===== src/rtl/core/swfp_pkg.sv =====
// Shared types, character codes and frame lengths for the scale weight frame parser.
package swfp_pkg;

    // Store geometry: the first bytes of one reply buffer.
    localparam int unsigned StoreDepth = 17;
    localparam int unsigned CountW     = 5;
    localparam int unsigned WeightW    = 20;
    localparam int unsigned ConsumedW  = 5;

    // Bytes consumed per frame kind.
    localparam logic [ConsumedW-1:0] LEN_NONE  = 5'd0;
    localparam logic [ConsumedW-1:0] LEN_SHORT = 5'd7;
    localparam logic [ConsumedW-1:0] LEN_LONG  = 5'd17;

    // Character codes used by the frame checks.
    localparam logic [7:0] CH_STX   = 8'h02;
    localparam logic [7:0] CH_ETX   = 8'h03;
    localparam logic [7:0] CH_P     = 8'h50;
    localparam logic [7:0] CH_E     = 8'h45;
    localparam logic [7:0] CH_S     = 8'h53;
    localparam logic [7:0] CH_O     = 8'h4F;
    localparam logic [7:0] CH_K     = 8'h6B;
    localparam logic [7:0] CH_G     = 8'h67;
    localparam logic [7:0] CH_I     = 8'h49;
    localparam logic [7:0] CH_N     = 8'h4E;
    localparam logic [7:0] CH_COMMA = 8'h2C;
    localparam logic [7:0] CH_SPACE = 8'h20;
    localparam logic [7:0] CH_MINUS = 8'h2D;
    localparam logic [7:0] CH_ZERO  = 8'h30;
    localparam logic [7:0] CH_NINE  = 8'h39;

    // One buffered frame, byte 0 at index 0.
    typedef logic [StoreDepth-1:0][7:0] t_frame;

    // Outcome of evaluating one buffer.
    typedef struct packed {
        logic [ConsumedW-1:0] consumed;
        logic                 upd_weight;
        logic [WeightW-1:0]   weight;
        logic                 clr_stable;
    } t_eval;

    // ASCII digit test.
    function automatic logic is_digit(input logic [7:0] c);
        return (c >= CH_ZERO) && (c <= CH_NINE);
    endfunction

    // Digit value, widened to the weight width.
    function automatic logic [WeightW-1:0] digit_val(input logic [7:0] c);
        logic [7:0] d;
        d = c - CH_ZERO;
        return {{(WeightW-4){1'b0}}, d[3:0]};
    endfunction

endpackage


===== src/rtl/core/swfp_capture.sv =====
// Byte capture: frame store, saturating byte count and the snapshot taken at the end mark.
module swfp_capture
    import swfp_pkg::*;
(
    input  logic              i_clk,
    input  logic              i_rst_n,
    input  logic              i_accept,
    input  logic [7:0]        i_data,
    input  logic              i_last,
    input  logic              i_advance,
    output logic              o_snap_valid,
    output t_frame            o_snap_frame,
    output logic [CountW-1:0] o_snap_count
);

    logic [7:0]        r_store [StoreDepth];
    logic [CountW-1:0] r_count;
    logic [CountW-1:0] n_count;
    logic              w_room;
    t_frame            n_frame;
    logic              r_snap_valid;
    t_frame            r_snap_frame;
    logic [CountW-1:0] r_snap_count;

    assign w_room = (r_count < CountW'(StoreDepth));

    // Store contents including the word being accepted now.
    always_comb begin
        for (int i = 0; i < StoreDepth; i++) begin
            n_frame[i] = r_store[i];
        end
        if (w_room) begin
            n_frame[r_count] = i_data;
        end
        n_count = w_room ? r_count + CountW'(1) : r_count;
    end

    // Store writes; bytes past the depth are dropped.
    always_ff @(posedge i_clk) begin
        if (i_accept && w_room) begin
            r_store[r_count] <= i_data;
        end
    end

    // Byte count returns to zero after every end mark.
    always_ff @(posedge i_clk) begin
        if (!i_rst_n) begin
            r_count <= '0;
        end else if (i_accept) begin
            r_count <= i_last ? '0 : n_count;
        end
    end

    // Snapshot of a finished buffer, handed to evaluation.
    always_ff @(posedge i_clk) begin
        if (!i_rst_n) begin
            r_snap_valid <= 1'b0;
        end else if (i_advance) begin
            r_snap_valid <= i_accept && i_last;
        end
    end

    always_ff @(posedge i_clk) begin
        if (i_accept && i_last) begin
            r_snap_frame <= n_frame;
            r_snap_count <= n_count;
        end
    end

    assign o_snap_valid = r_snap_valid;
    assign o_snap_frame = r_snap_frame;
    assign o_snap_count = r_snap_count;

endmodule


===== src/rtl/core/swfp_eval.sv =====
// Frame evaluation: long text frame first, then the short STX/ETX frame.
module swfp_eval
    import swfp_pkg::*;
(
    input  t_frame            i_frame,
    input  logic [CountW-1:0] i_count,
    output t_eval             o_eval
);

    logic               w_long_hdr;
    logic               w_comma8;
    logic               w_space6;
    logic               w_minus6;
    logic               w_long_digits;
    logic               w_long_ok;
    logic [WeightW-1:0] w_long_val;
    logic               w_short_hdr;
    logic               w_status_ch;
    logic               w_status_ok;
    logic               w_short_digits;
    logic [WeightW-1:0] w_short_val;

    // Long frame: fixed header and unit, six digit places with optional comma and blank or minus sign.
    always_comb begin
        w_long_hdr = (i_count == CountW'(StoreDepth))
            && (i_frame[0] == CH_P) && (i_frame[1] == CH_E)
            && (i_frame[2] == CH_S) && (i_frame[3] == CH_O)
            && (i_frame[13] == CH_K) && (i_frame[14] == CH_G);
        w_comma8 = (i_frame[8] == CH_COMMA);
        w_space6 = (i_frame[6] == CH_SPACE);
        w_minus6 = (i_frame[6] == CH_MINUS);
        w_long_digits = is_digit(i_frame[11]) && is_digit(i_frame[10])
            && is_digit(i_frame[9]) && (w_comma8 || is_digit(i_frame[8]))
            && is_digit(i_frame[7]);
        w_long_ok = w_long_hdr && w_long_digits
            && (w_space6 || w_minus6 || is_digit(i_frame[6]));
        // A skipped comma shifts the upper places down by one decade.
        w_long_val = digit_val(i_frame[11])
            + digit_val(i_frame[10]) * WeightW'(10)
            + digit_val(i_frame[9]) * WeightW'(100)
            + (w_comma8 ? '0 : digit_val(i_frame[8]) * WeightW'(1000))
            + digit_val(i_frame[7]) * (w_comma8 ? WeightW'(1000) : WeightW'(10000))
            + ((w_space6 || w_minus6) ? '0 :
               digit_val(i_frame[6]) * (w_comma8 ? WeightW'(10000) : WeightW'(100000)));
    end

    // Short frame: STX, five places, ETX; a repeated status letter replaces the digits.
    always_comb begin
        w_short_hdr = (i_count >= CountW'(LEN_SHORT))
            && (i_frame[0] == CH_STX) && (i_frame[6] == CH_ETX);
        w_status_ch = (i_frame[1] == CH_I) || (i_frame[1] == CH_N) || (i_frame[1] == CH_S);
        w_status_ok = w_status_ch
            && (i_frame[2] == i_frame[1]) && (i_frame[3] == i_frame[1])
            && (i_frame[4] == i_frame[1]) && (i_frame[5] == i_frame[1]);
        w_short_digits = is_digit(i_frame[1]) && is_digit(i_frame[2])
            && is_digit(i_frame[3]) && is_digit(i_frame[4]) && is_digit(i_frame[5]);
        w_short_val = digit_val(i_frame[5])
            + digit_val(i_frame[4]) * WeightW'(10)
            + digit_val(i_frame[3]) * WeightW'(100)
            + digit_val(i_frame[2]) * WeightW'(1000)
            + digit_val(i_frame[1]) * WeightW'(10000);
    end

    // Pick the outcome in frame priority order.
    always_comb begin
        o_eval = '{consumed: LEN_NONE, upd_weight: 1'b0, weight: w_long_val,
                   clr_stable: 1'b0};
        if (w_long_ok) begin
            o_eval.consumed = LEN_LONG;
            if (w_minus6) begin
                o_eval.clr_stable = 1'b1;
            end else begin
                o_eval.upd_weight = 1'b1;
            end
        end else if (w_short_hdr && w_status_ok) begin
            o_eval.consumed   = LEN_SHORT;
            o_eval.clr_stable = 1'b1;
        end else if (w_short_hdr && w_short_digits) begin
            o_eval.consumed   = LEN_SHORT;
            o_eval.upd_weight = 1'b1;
            o_eval.weight     = w_short_val;
        end
    end

endmodule


===== src/rtl/core/scale_weight_frame_parser.sv =====
// An end-marked byte's result passes the capture snapshot, then the output register.
// Throughput: one byte per cycle unless a stalled output holds a waiting snapshot; these
// two registers form a two-stage pipeline, so a new byte is taken while a result waits.
// Reset (synchronous, active low) clears the byte count, the held weight,
// the held stable flag and both valid flags; the frame store is not cleared.
// Top level of the scale weight frame parser.
module scale_weight_frame_parser
    import swfp_pkg::*;
(
    input  logic        i_clk,
    input  logic        i_rst_n,
    input  logic        s_axis_tvalid,
    output logic        s_axis_tready,
    input  logic [7:0]  s_axis_tdata,   // [7:0] data_byte
    input  logic        s_axis_tlast,   // last_byte
    output logic        m_axis_tvalid,
    input  logic        m_axis_tready,
    output logic [31:0] m_axis_tdata    // [4:0] consumed, [24:5] weight, [25] stable_flag
);

    logic               w_accept;
    logic               w_out_ready;
    logic               w_load;
    logic               w_snap_valid;
    t_frame             w_snap_frame;
    logic [CountW-1:0]  w_snap_count;
    t_eval              w_eval;
    logic [WeightW-1:0] r_held_weight;
    logic               r_held_stable;
    logic [WeightW-1:0] n_held_weight;
    logic               n_held_stable;
    logic               r_out_valid;
    logic [ConsumedW-1:0] r_out_consumed;
    logic [WeightW-1:0] r_out_weight;
    logic               r_out_stable;

    // Pipeline flow control.
    assign w_out_ready   = !r_out_valid || m_axis_tready;
    assign s_axis_tready = !w_snap_valid || w_out_ready;
    assign w_accept      = s_axis_tvalid && s_axis_tready;
    assign w_load        = w_snap_valid && w_out_ready;

    swfp_capture u_capture (
        .i_clk        (i_clk),
        .i_rst_n      (i_rst_n),
        .i_accept     (w_accept),
        .i_data       (s_axis_tdata),
        .i_last       (s_axis_tlast),
        .i_advance    (s_axis_tready),
        .o_snap_valid (w_snap_valid),
        .o_snap_frame (w_snap_frame),
        .o_snap_count (w_snap_count)
    );

    swfp_eval u_eval (
        .i_frame (w_snap_frame),
        .i_count (w_snap_count),
        .o_eval  (w_eval)
    );

    // Held weight and stable flag after this buffer.
    always_comb begin
        n_held_weight = r_held_weight;
        n_held_stable = r_held_stable;
        if (w_eval.upd_weight) begin
            n_held_weight = w_eval.weight;
            n_held_stable = (w_eval.weight != '0);
        end else if (w_eval.clr_stable) begin
            n_held_stable = 1'b0;
        end
    end

    always_ff @(posedge i_clk) begin
        if (!i_rst_n) begin
            r_held_weight <= '0;
            r_held_stable <= 1'b0;
        end else if (w_load) begin
            r_held_weight <= n_held_weight;
            r_held_stable <= n_held_stable;
        end
    end

    // Result register.
    always_ff @(posedge i_clk) begin
        if (!i_rst_n) begin
            r_out_valid <= 1'b0;
        end else if (w_out_ready) begin
            r_out_valid <= w_snap_valid;
        end
    end

    always_ff @(posedge i_clk) begin
        if (w_load) begin
            r_out_consumed <= w_eval.consumed;
            r_out_weight   <= n_held_weight;
            r_out_stable   <= n_held_stable;
        end
    end

    assign m_axis_tvalid = r_out_valid;
    assign m_axis_tdata  = {6'd0, r_out_stable, r_out_weight, r_out_consumed};

`ifndef SYNTHESIS
    // Only the three frame lengths can be reported.
    a_consumed_code: assert property (@(posedge i_clk) disable iff (!i_rst_n)
        m_axis_tvalid |-> (m_axis_tdata[4:0] == LEN_NONE || m_axis_tdata[4:0] == LEN_SHORT
                           || m_axis_tdata[4:0] == LEN_LONG))
        else $error("consumed holds an unknown frame length");

    // A stable result never carries a zero weight.
    a_stable_nonzero: assert property (@(posedge i_clk) disable iff (!i_rst_n)
        (m_axis_tvalid && m_axis_tdata[25]) |-> (m_axis_tdata[24:5] != '0))
        else $error("stable flag set with zero weight");

    // Held state changes only when a result is loaded.
    a_held_quiet: assert property (@(posedge i_clk) disable iff (!i_rst_n)
        !w_load |=> ($stable(r_held_weight) && $stable(r_held_stable)))
        else $error("held weight changed without a result");
`endif

endmodule


===== config.mk =====
export PLATFORM = sky130hd
export DESIGN_NAME = scale_weight_frame_parser
export DESIGN_NICKNAME = d
export VERILOG_FILES = /design/src/rtl/core/swfp_pkg.sv /design/src/rtl/core/swfp_capture.sv /design/src/rtl/core/swfp_eval.sv /design/src/rtl/core/scale_weight_frame_parser.sv
export SDC_FILE = /design/constraint.sdc
export NUM_CORES = 1
export LEC_CHECK = 0
export BUFFER_PORTS_ARGS = -buffer_cell sky130_fd_sc_hd__buf_2
export CAP_MARGIN = 20
export CORE_MARGIN = 1.5
export CORE_UTILIZATION = 55
export DETAILED_ROUTE_END_ITERATION = 8
export PLACE_DENSITY = 0.81
export SLEW_MARGIN = 20
export SYNTH_ARGS = -nofsm -noshare
export SYNTH_HDL_FRONTEND = slang
export SYNTH_SLANG_ARGS = --single-unit

===== constraint.sdc =====
create_clock -name i_clk -period 9 [get_ports i_clk]
set_clock_uncertainty 0.1 [all_clocks]
set_input_delay 1.8 -clock i_clk [delete_from_list [all_inputs] [get_ports i_clk]]
set_output_delay 1.8 -clock i_clk [all_outputs]
set_load 0.005 [all_outputs]

# After elaboration in Yosys (flattened, before gate mapping)
# Memory sizes are Yosys's and may differ from the RTL's.
# Index checks and enable logic that the tools add are counted.
[classes]
n_lt_le_gt_ge = 26
eq_ne = 19
n_mul = 9
n_addsub = 21
muxes = 24
n_reduce_logical = 51
[ops]
columns = ["op", "count"]
rows = [
  ["$bwmux W136", 1],
  ["$mux W120", 1],
  ["$ge A8 B6 Y1 const B", 11],
  ["$le A8 B6 Y1 const B", 11],
  ["$eq A8 B7 Y1 const B", 9],
  ["$add A20 B20 Y20", 3],
  ["$mux W20", 3],
  ["$sub A4 B1 Y4 const B", 11],
  ["$add A20 B11 Y20", 2],
  ["$demux W8 S5", 1],
  ["$logic_and A1 B1 Y1", 40],
  ["$mul A4 B20 Y20", 2],
  ["$eq A8 B8 Y1", 4],
  ["$mux W14", 2],
  ["$eq A8 B6 Y1 const B", 3],
  ["$mux W24", 1],
  ["$mul A4 B7 Y11 const B", 2],
  ["$mux W21", 1],
  ["$add A20 B14 Y20", 1],
  ["$add A20 B18 Y20", 1],
  ["$reduce_bool A20 Y1", 1],
  ["$add A4 B8 Y9", 2],
  ["$mul A4 B5 Y9 const B", 2],
  ["$mux W17", 1],
  ["16 further kinds", 34],
]
[totals]
memories = 1
wordCells = 175
out_inout_bits = 34
regBits = 171
ram_bits = 136
[memory_table]
columns = ["name", "words", "word_bits", "rd", "rd_clocked_by_memory_dff", "wr", "line_no", "source"]
rows = [
  ["u_capture.r_store", 17, 8, 17, 0, 1, "swfp_capture.sv:16", "logic [7:0] r_store [StoreDepth];"],
]

# Logic depth before layout (Yosys ltp)
# Gate-level depths: netlist of run 1.
[depth]
word_depth = 12
depth_mapped = 34

# Modules after synthesis
# Synthesis of run 1 repeated with hierarchy kept, for this count alone.
[unflattened]
cells_unflattened = 1653
hier_area_um2 = 20617.3
[modules_own_cells]
columns = ["mod", "instances", "area_each_um2", "seq_area_each_um2", "cells_each"]
rows = [
  ["swfp_capture", 1, 10681.5, 8438.1, 530],
  ["swfp_eval", 1, 7922.6, 0.0, 980],
  ["scale_weight_frame_parser", 1, 2013.2, 1221.2, 143],
]

# Worst setup path before layout of run 1
# OpenSTA, ideal clock, no wires.
[synth_timing]
path_type = "register to register"
from = "register u_capture.r_snap_frame (netlist bit u_capture.o_snap_frame[66])"
to = "register r_out_stable (data pin)"
path_slack_ns = 1.015
setup_time_ns = 0.261
stages_incl_launch_ff = 34
t_arrival_ns = 7.624
n_path_buf = 2
t_required_ns = 8.639
cell_sequence = "edfxtp_1 -> ha_1 -> nor4b_2 -> and2_0 -> clkbuf_1 -> clkbuf_1 -> o21ai_0 -> ha_1 -> inv_1 -> fa_1 -> inv_1 -> ha_1 -> nor2_1 -> a211oi_1 -> xnor2_1 -> nor2_1 -> ha_1 -> inv_1 -> fa_1 -> inv_1 -> fa_1 -> inv_1 -> fa_1 -> inv_1 -> ha_1 -> o21ai_0 -> nor2_1 -> a2111oi_0 -> o31ai_1 -> a21oi_1 -> mux2i_1 -> and2_1 -> nand4b_1 -> a221o_1"
[synth_via]
elab_chain_cells = 11
elab_cells_between_ends = 28
cone_classes = "4 x add/sub; 3 x mul; 2 x order compare; 1 x eq/ne; 11 x mux; 7 x reduce/logical"
[synth_rtl]
columns = ["item", "line_no", "source"]
rows = [
  ["start, declared", "swfp_capture.sv:22", "t_frame r_snap_frame;"],
  ["start signal, assigned", "swfp_capture.sv:65", "r_snap_frame <= n_frame;"],
  ["$sub A4 B1 Y4", "swfp_pkg.sv:51", "d = c - CH_ZERO;"],
  ["$mul A4 B7 Y11", "swfp_eval.sv:41", "+ (w_comma8 ? '0 : digit_val(i_frame[8]) * WeightW'(1000))"],
  ["$mux W14", "swfp_eval.sv:41", ""],
  ["$add A20 B20 Y20", "swfp_eval.sv:41", ""],
  ["$add A20 B20 Y20", "swfp_eval.sv:42", "+ digit_val(i_frame[7]) * (w_comma8 ? WeightW'(1000) : WeightW'(10000))"],
  ["$add A20 B20 Y20", "swfp_eval.sv:43", "+ ((w_space6 || w_minus6) ? '0 :"],
  ["$mux W24", "swfp_eval.sv:78", "end else if (w_short_hdr && w_short_digits) begin"],
  ["$mux W21", "swfp_eval.sv:75", "end else if (w_short_hdr && w_status_ok) begin"],
  ["$mux W20", "swfp_eval.sv:68", "if (w_long_ok) begin"],
  ["$reduce_bool A20 Y1", "scale_weight_frame_parser.sv:67", "n_held_stable = (w_eval.weight != '0);"],
  ["$mux W1 (*)", "scale_weight_frame_parser.sv:65", "if (w_eval.upd_weight) begin"],
  ["named net n_held_stable", "scale_weight_frame_parser.sv:31", "logic n_held_stable;"],
  ["end signal, assigned", "scale_weight_frame_parser.sv:96", "r_out_stable <= n_held_stable;"],
  ["end, declared", "scale_weight_frame_parser.sv:35", "logic r_out_stable;"],
]
# Mark *: on every way through the listed nets, which the timed path passes. The rest lies on a longest branch.
# A chain may end at the register's enable or synchronous reset.

# Worst setup path in the final report of run 1
# Same ends and word-level chain as after synthesis.

==> impl_metrics.yaml, run 1 <==
timing:
  grt_setup_unrepaired: "false"
  slew_headroom_pct: 26.73
  finalCritPeriodShare_pct: 93.10
  hold_viol_final: 0
  final.setup.tns_ns: 0
  setup_viol: 0
  drv_slew: 0
  finalCriticalPeriod_ns: 8.379
  tightest_slew_ns: 1.091
  max_freq_ghz: 0.1193
synthesis:
  async_flop_share_pct: 0
  yosysSeqAreaShare_pct: 42.95
  synth_top_flop_cell: "edfxtp_1"
  yosysTopAreaCell: "edfxtp_1"
  ys_warn_count: 0
  synth.area.top_cells: "edfxtp_1 (40%), ha_1 (13%), fa_1 (8.9%), mux2_2 (7.1%), inv_1 (3.3%)"
  synth_area_per_cell_um2: 11.72
  ys_seq_elements: 281
  synth_edf_count: 253
  synthCells: 1620
  netlist.area_leader.share_pct: 40.00
  synth_area_mm2: 0.01899
  synth.distinct_cells: 75
layout:
  mostFrequentLayoutCells: "edfxtp_1 (253), ha_1 (195), inv_1 (166), mux2_2 (120), nand2_1 (99)"
  filler_cell_count: 2580
  drive_gt1_share_pct: 14.66
  fin_nets: 1955
  final_common_cell: "edfxtp_1"
  diodes: 0
  finalInstanceArea_mm2: 0.02057
  synthToLayoutAreaGrowth_pct: 8.313
floorplan:
  core_mm2: 0.03378
  die_area_mm2: 0.03566
  row_count: 67
  initial_core_util_pct: 56.22
  ios: 47
  die_h_um: 188.8
  fp.dieW_um: 188.8
critical_path:
  critical_path.slowest_cell: "a2111oi_0"
  slowest_delay_ns: 0.61
  path_max_fanout: 8
  worstSetupPathType: "flop to flop"
  cp.required_ns: 9.18
  crit_path_start: "u_capture.o_snap_frame[66]"
  start_kind: "flop"
  end_kind: "flop"
  r2r_start: "u_capture.o_snap_frame[66]"
  arrival_ns: 8.56
  cp_common_cell: "inv_1"
grt:
  grt_pass1_wl_um: 66950
  grt_start_max_net_pins: 63
  gr-total-overflow: 0
  grt.total_usage_pct: 23.83
  grt_pass1_vias: 12540
  antenna_found_initial: 0
placement:
  place_area_mm2: 0.01964
  hpwl_um: 31400
  gp_congestion: 0.9162
  port_buffers: 39
clock_network:
  cts_buffers: 28
  htreeDepth: 1
  clock_path_buffers: 3
  clk_pin_slew_worst_paths_ns: 0.06
  clock_sinks: 281
  worstSkewPairLatency_ns: 0.58
  cts_root_buffer: "clkbuf_16"
  tritoncts: "yes"
power_and_ir_drop:
  leakage_nw: 8.276
  p_per_area_mw_per_mm2: 212.7
  ir_drop_mv: 0.1870
routing:
  wl_per_cell_um: 19.85
  wirelength_um: 42340
  avgViaCountPerCell: 5.841
  remaining_drc_errors: 0
  drt_first_pass_iters: 5
  drt_iter0_drc: 924
  via_count: 12460
  antenna_left: 0
min_path:
  worstHoldStart: "r_held_weight[12]"
  min_path_type: "flop to flop"
run:
  cap_violations: 0
outcome:
  run_status: "finished clean"
[final cells by class]
class | count | area, um2 | share of cell area [%]
Multi-Input combinational cell | 1131 | 10020 | 48.71
Clock inverter | 15 | 155.1 | 0.7541
Sequential cell | 281 | 8158 | 39.65
Inverter | 166 | 623.1 | 3.029
Timing Repair Buffer | 55 | 310.3 | 1.508
Tap cell | 448 | 560.5 | 2.725
Clock buffer | 37 | 744.5 | 3.619
[per-stage QoR]
stage | utilization (%) | cells | hold slack [ns] | setup WS [ns] | power (mW)
3_3_place_gp | 58.13 | 2079 | 0.3403 | 0.7678 | 3.199
3_5_place_dp | 58.15 | 2080 | 0.3453 | 0.5279 | 3.246
6_report | 60.90 | 2133 | 0.3511 | 0.6212 | 4.375
5_1_grt | 60.90 | 2133 | 0.3863 | 0.08953 | 4.654
4_1_cts | 60.81 | 2132 | 0.3532 | 0.4350 | 4.380
2_1_floorplan | - | 1632 | 0.3326 | 1.015 | 2.849
[registers in the layout (all words and copies together), names as in the netlist]
register	cells
r_out_stable	1
m_axis_tvalid	1
u_capture.o_snap_frame	112
u_capture.o_snap_count	5
r_held_stable	1
r_out_consumed	3
u_capture.r_store	112
u_capture.o_snap_valid	1
r_held_weight	20
u_capture.r_count	5
r_out_weight	20
[repair_timing]
action                                  CTS  global route
buffers inserted                          0             0
endpoints found under the setup margin    0             1
gates resized for setup                   0             1
hold buffers                              0             0
[cells in the mapped netlist (all sizes together), types with 20 or more instances]
master / number
a21oi: 62
ha: 195
nand3: 25
mux2: 120
fa: 84
inv: 166
xnor2: 52
o21ai: 42
clkbuf: 35
a21o: 22
xor2: 20
edfxtp: 253
nor2: 96
dfxtp: 28
nand2: 99
nor3: 35
[critical path: cells and delay by family, from the launching register on]
kind,cells,cell delay (ns)
AOI/OAI and AO/OA,7,1.97
adders and majority gates,9,3.49
DFF,1,0.53
buffers and inverters,7,0.45
and+or+nand+nor,8,1.07
muxes,1,0.27
xor gates and xnor gates,1,0.17
[power by group]
part | internal [mW] | total, mW | switching (mW)
Sequential | 1.44 | 1.47 | 0.0250
Combinational | 0.719 | 1.76 | 1.05
Clock | 0.644 | 1.14 | 0.498
Total | 2.81 | 4.38 | 1.57
[cell families (layout without fill, tap and decap cells)]
family / after synthesis / after routing / synth area share (%)
flip-flops: 281 / 281 / 42.95
other: 2 / 14 / 0.03954
adder cells (fa/ha/maj): 279 / 279 / 21.70
multiplexers: 139 / 139 / 8.115
AND/OR/NAND/NOR: 405 / 405 / 11.37
XOR/XNOR: 72 / 72 / 3.320
buffers and inverters: 220 / 273 / 4.730
AO/OA/AOI/OAI: 222 / 222 / 7.780
[worst paths after layout]
check        slack (ns)  cells past startpoint                 to
max reg2reg        0.62                     33       r_out_stable
min reg2reg        0.35                      2  r_held_weight[12]
max                0.62                     33       r_out_stable
min                0.35                      2  r_held_weight[12]
[metal layers]
metal	track usage, %	vias up	part of all wire, %
li1	-	5858	-
met1	32.92	6139	45
met2	40.23	401	48
met3	2.701	60	5.4
met4	5.952	0	2.3
met5	0	-	0
Power figures use the tool's default switching activity.
==> run 2: changes to the inputs <==
Settings changed: ABC_CLOCK_PERIOD_IN_PS set to 9000, CORE_UTILIZATION 55 to 51, PLACE_DENSITY 0.81 to 0.76.
==> run 2 against run 1 <==
Compared with the run above: routed wire length is 0.90% lower; maximum frequency rose by 1.2%; power is 0.33% lower; sequential power is essentially flat; via count fell by 0.92%.
==> impl_metrics.yaml, run 2 (synthesized netlist as in run 1, its figures left out) <==
timing:
  slew_headroom_pct: 27.26
  final.setup.tns_ns: 0
  finalCritPeriodShare_pct: 92.03
  drv_slew: 0
  max_freq_ghz: 0.1207
  setup_viol: 0
  hold_ws_ns: 0.3528
  tightest_slew_ns: 1.083
  finalCriticalPeriod_ns: 8.283
  grt_setup_unrepaired: "false"
  hold_viol_final: 0
power_and_ir_drop:
  fin_total_pwr_mw: 4.361
  ir_drop_mv: 0.1779
  p_per_area_mw_per_mm2: 211.9
  leakage_nw: 8.277
floorplan:
  fp.dieW_um: 196.0
  initial_core_util_pct: 51.88
  die_h_um: 196.0
  die_area_mm2: 0.03841
  core_mm2: 0.03661
  ios: 47
  row_count: 70
critical_path:
  cp.required_ns: 9.21
  slowest_delay_ns: 0.55
  critical_path.slowest_cell: "a2111oi_1"
  crit_path_start: "u_capture.o_snap_frame[67]"
  arrival_ns: 8.49
  r2r_start: "u_capture.o_snap_frame[67]"
  rrSetupSlack_ns: 0.72
  path_max_fanout: 15
  cp_common_cell: "inv_1"
  worstSetupPathType: "flop to flop"
  end_kind: "flop"
  r2r_end: "r_out_stable"
  reg2reg_depth: 34
  crit_end: "r_out_stable"
  start_kind: "flop"
grt:
  grt.busiest_layer: "met2"
  gr-total-overflow: 0
  grt_start_max_net_pins: 84
  use_met2_pct: 37.63
  antenna_found_initial: 0
  grt.total_usage_pct: 22.19
  met1_usage_pct: 30.00
  grt_pass1_wl_um: 67250
  grt_pass1_vias: 12650
  grtUsageMet3_pct: 3.060
routing:
  wl_per_cell_um: 19.50
  wirelength_um: 41960
  drt_first_pass_iters: 5
  drt_iter0_drc: 803
  antenna_left: 0
  avgViaCountPerCell: 5.739
  via_count: 12340
  remaining_drc_errors: 0
clock_network:
  cts_resized: 0
  clock_path_buffers: 3
  cts_buffers: 29
  htreeDepth: 1
  worstSkewPairLatency_ns: 0.58
  postCtsHoldBufs: 0
  post_cts_buffers: 0
  clock_sinks: 281
  clk_pin_slew_worst_paths_ns: 0.06
  cts_root_buffer: "clkbuf_16"
  tritoncts: "yes"
min_path:
  min_path_type: "flop to flop"
layout:
  fin_nets: 1952
  final_common_cell: "edfxtp_1"
  fin_util_pct: 56.21
  filler_cell_count: 3048
  finalInstanceArea_mm2: 0.02058
  synthToLayoutAreaGrowth_pct: 8.333
  mostFrequentLayoutCells: "edfxtp_1 (253), ha_1 (195), inv_1 (166), mux2_2 (120), nand2_1 (99)"
  drive_gt1_share_pct: 14.80
  diodes: 0
placement:
  port_buffers: 39
  hpwl_um: 31180
  gp_congestion: 0.8731
  place_area_mm2: 0.01966
run:
  cap_violations: 0
outcome:
  run_status: "finished clean"
-- run 2: where the power goes --
group	switching (mW)	total [mW]	internal, mW
sequential	0.0245	1.47	1.44
combinational	1.03	1.76	0.722
clock	0.510	1.14	0.626
total	1.57	4.36	2.79
-- run 2: metal layers --
metal	vias to the layer above	part of all wire [%]
met5	-	0
met4	0	2.4
met3	54	5.3
met2	332	48
met1	6103	45
li1	5855	-
-- run 2: how the worst min path moves through the flow --
| stage | endpoint | slack, ns | from | cells past startpoint |
|---|---|---|---|---|
| 3_3_place_gp | r_held_weight[12] | 0.34 | r_held_weight[12] | 2 |
| 3_5_place_dp | r_held_weight[2] | 0.35 | r_held_weight[2] | 2 |
| 5_1_grt | r_held_weight[2] | 0.37 | r_held_weight[2] | 2 |
| 4_1_cts | r_held_weight[2] | 0.35 | r_held_weight[2] | 2 |
| 6_report | r_held_weight[2] | 0.35 | r_held_weight[2] | 2 |
| 2_1_floorplan | r_held_weight[12] | 0.33 | r_held_weight[12] | 2 |
-- run 2: final cells by class --
| cell class | count | area (um2) | share of cell area [%] |
|---|---|---|---|
| Inverter | 166 | 623.1 | 3.028 |
| Multi-Input combinational cell | 1131 | 10030 | 48.76 |
| Tap cell | 468 | 585.6 | 2.846 |
| Timing Repair Buffer | 51 | 282.8 | 1.374 |
| Clock buffer | 34 | 744.5 | 3.618 |
| Clock inverter | 20 | 150.1 | 0.7297 |
| Sequential cell | 281 | 8158 | 39.64 |
-- run 2: per-stage QoR --
| stage | instances | setup slack, ns |
|---|---|---|
| 2_1_floorplan | 1632 | 1.015 |
| 3_3_place_gp | 2096 | 0.9510 |
| 3_5_place_dp | 2097 | 0.6515 |
| 4_1_cts | 2151 | 0.6489 |
| 5_1_grt | 2151 | 0.009898 |
| 6_report | 2151 | 0.7171 |
-- run 2: critical path, delay by kind of cell (launching register included) --
kind            cells  cell delay (ns)
fa+ha+maj           9             3.25
compound gates      7             1.76
simple gates        8             1.34
buf+inv             8             0.73
flops               1             0.52
mux                 1             0.23
xor+xnor            1             0.11
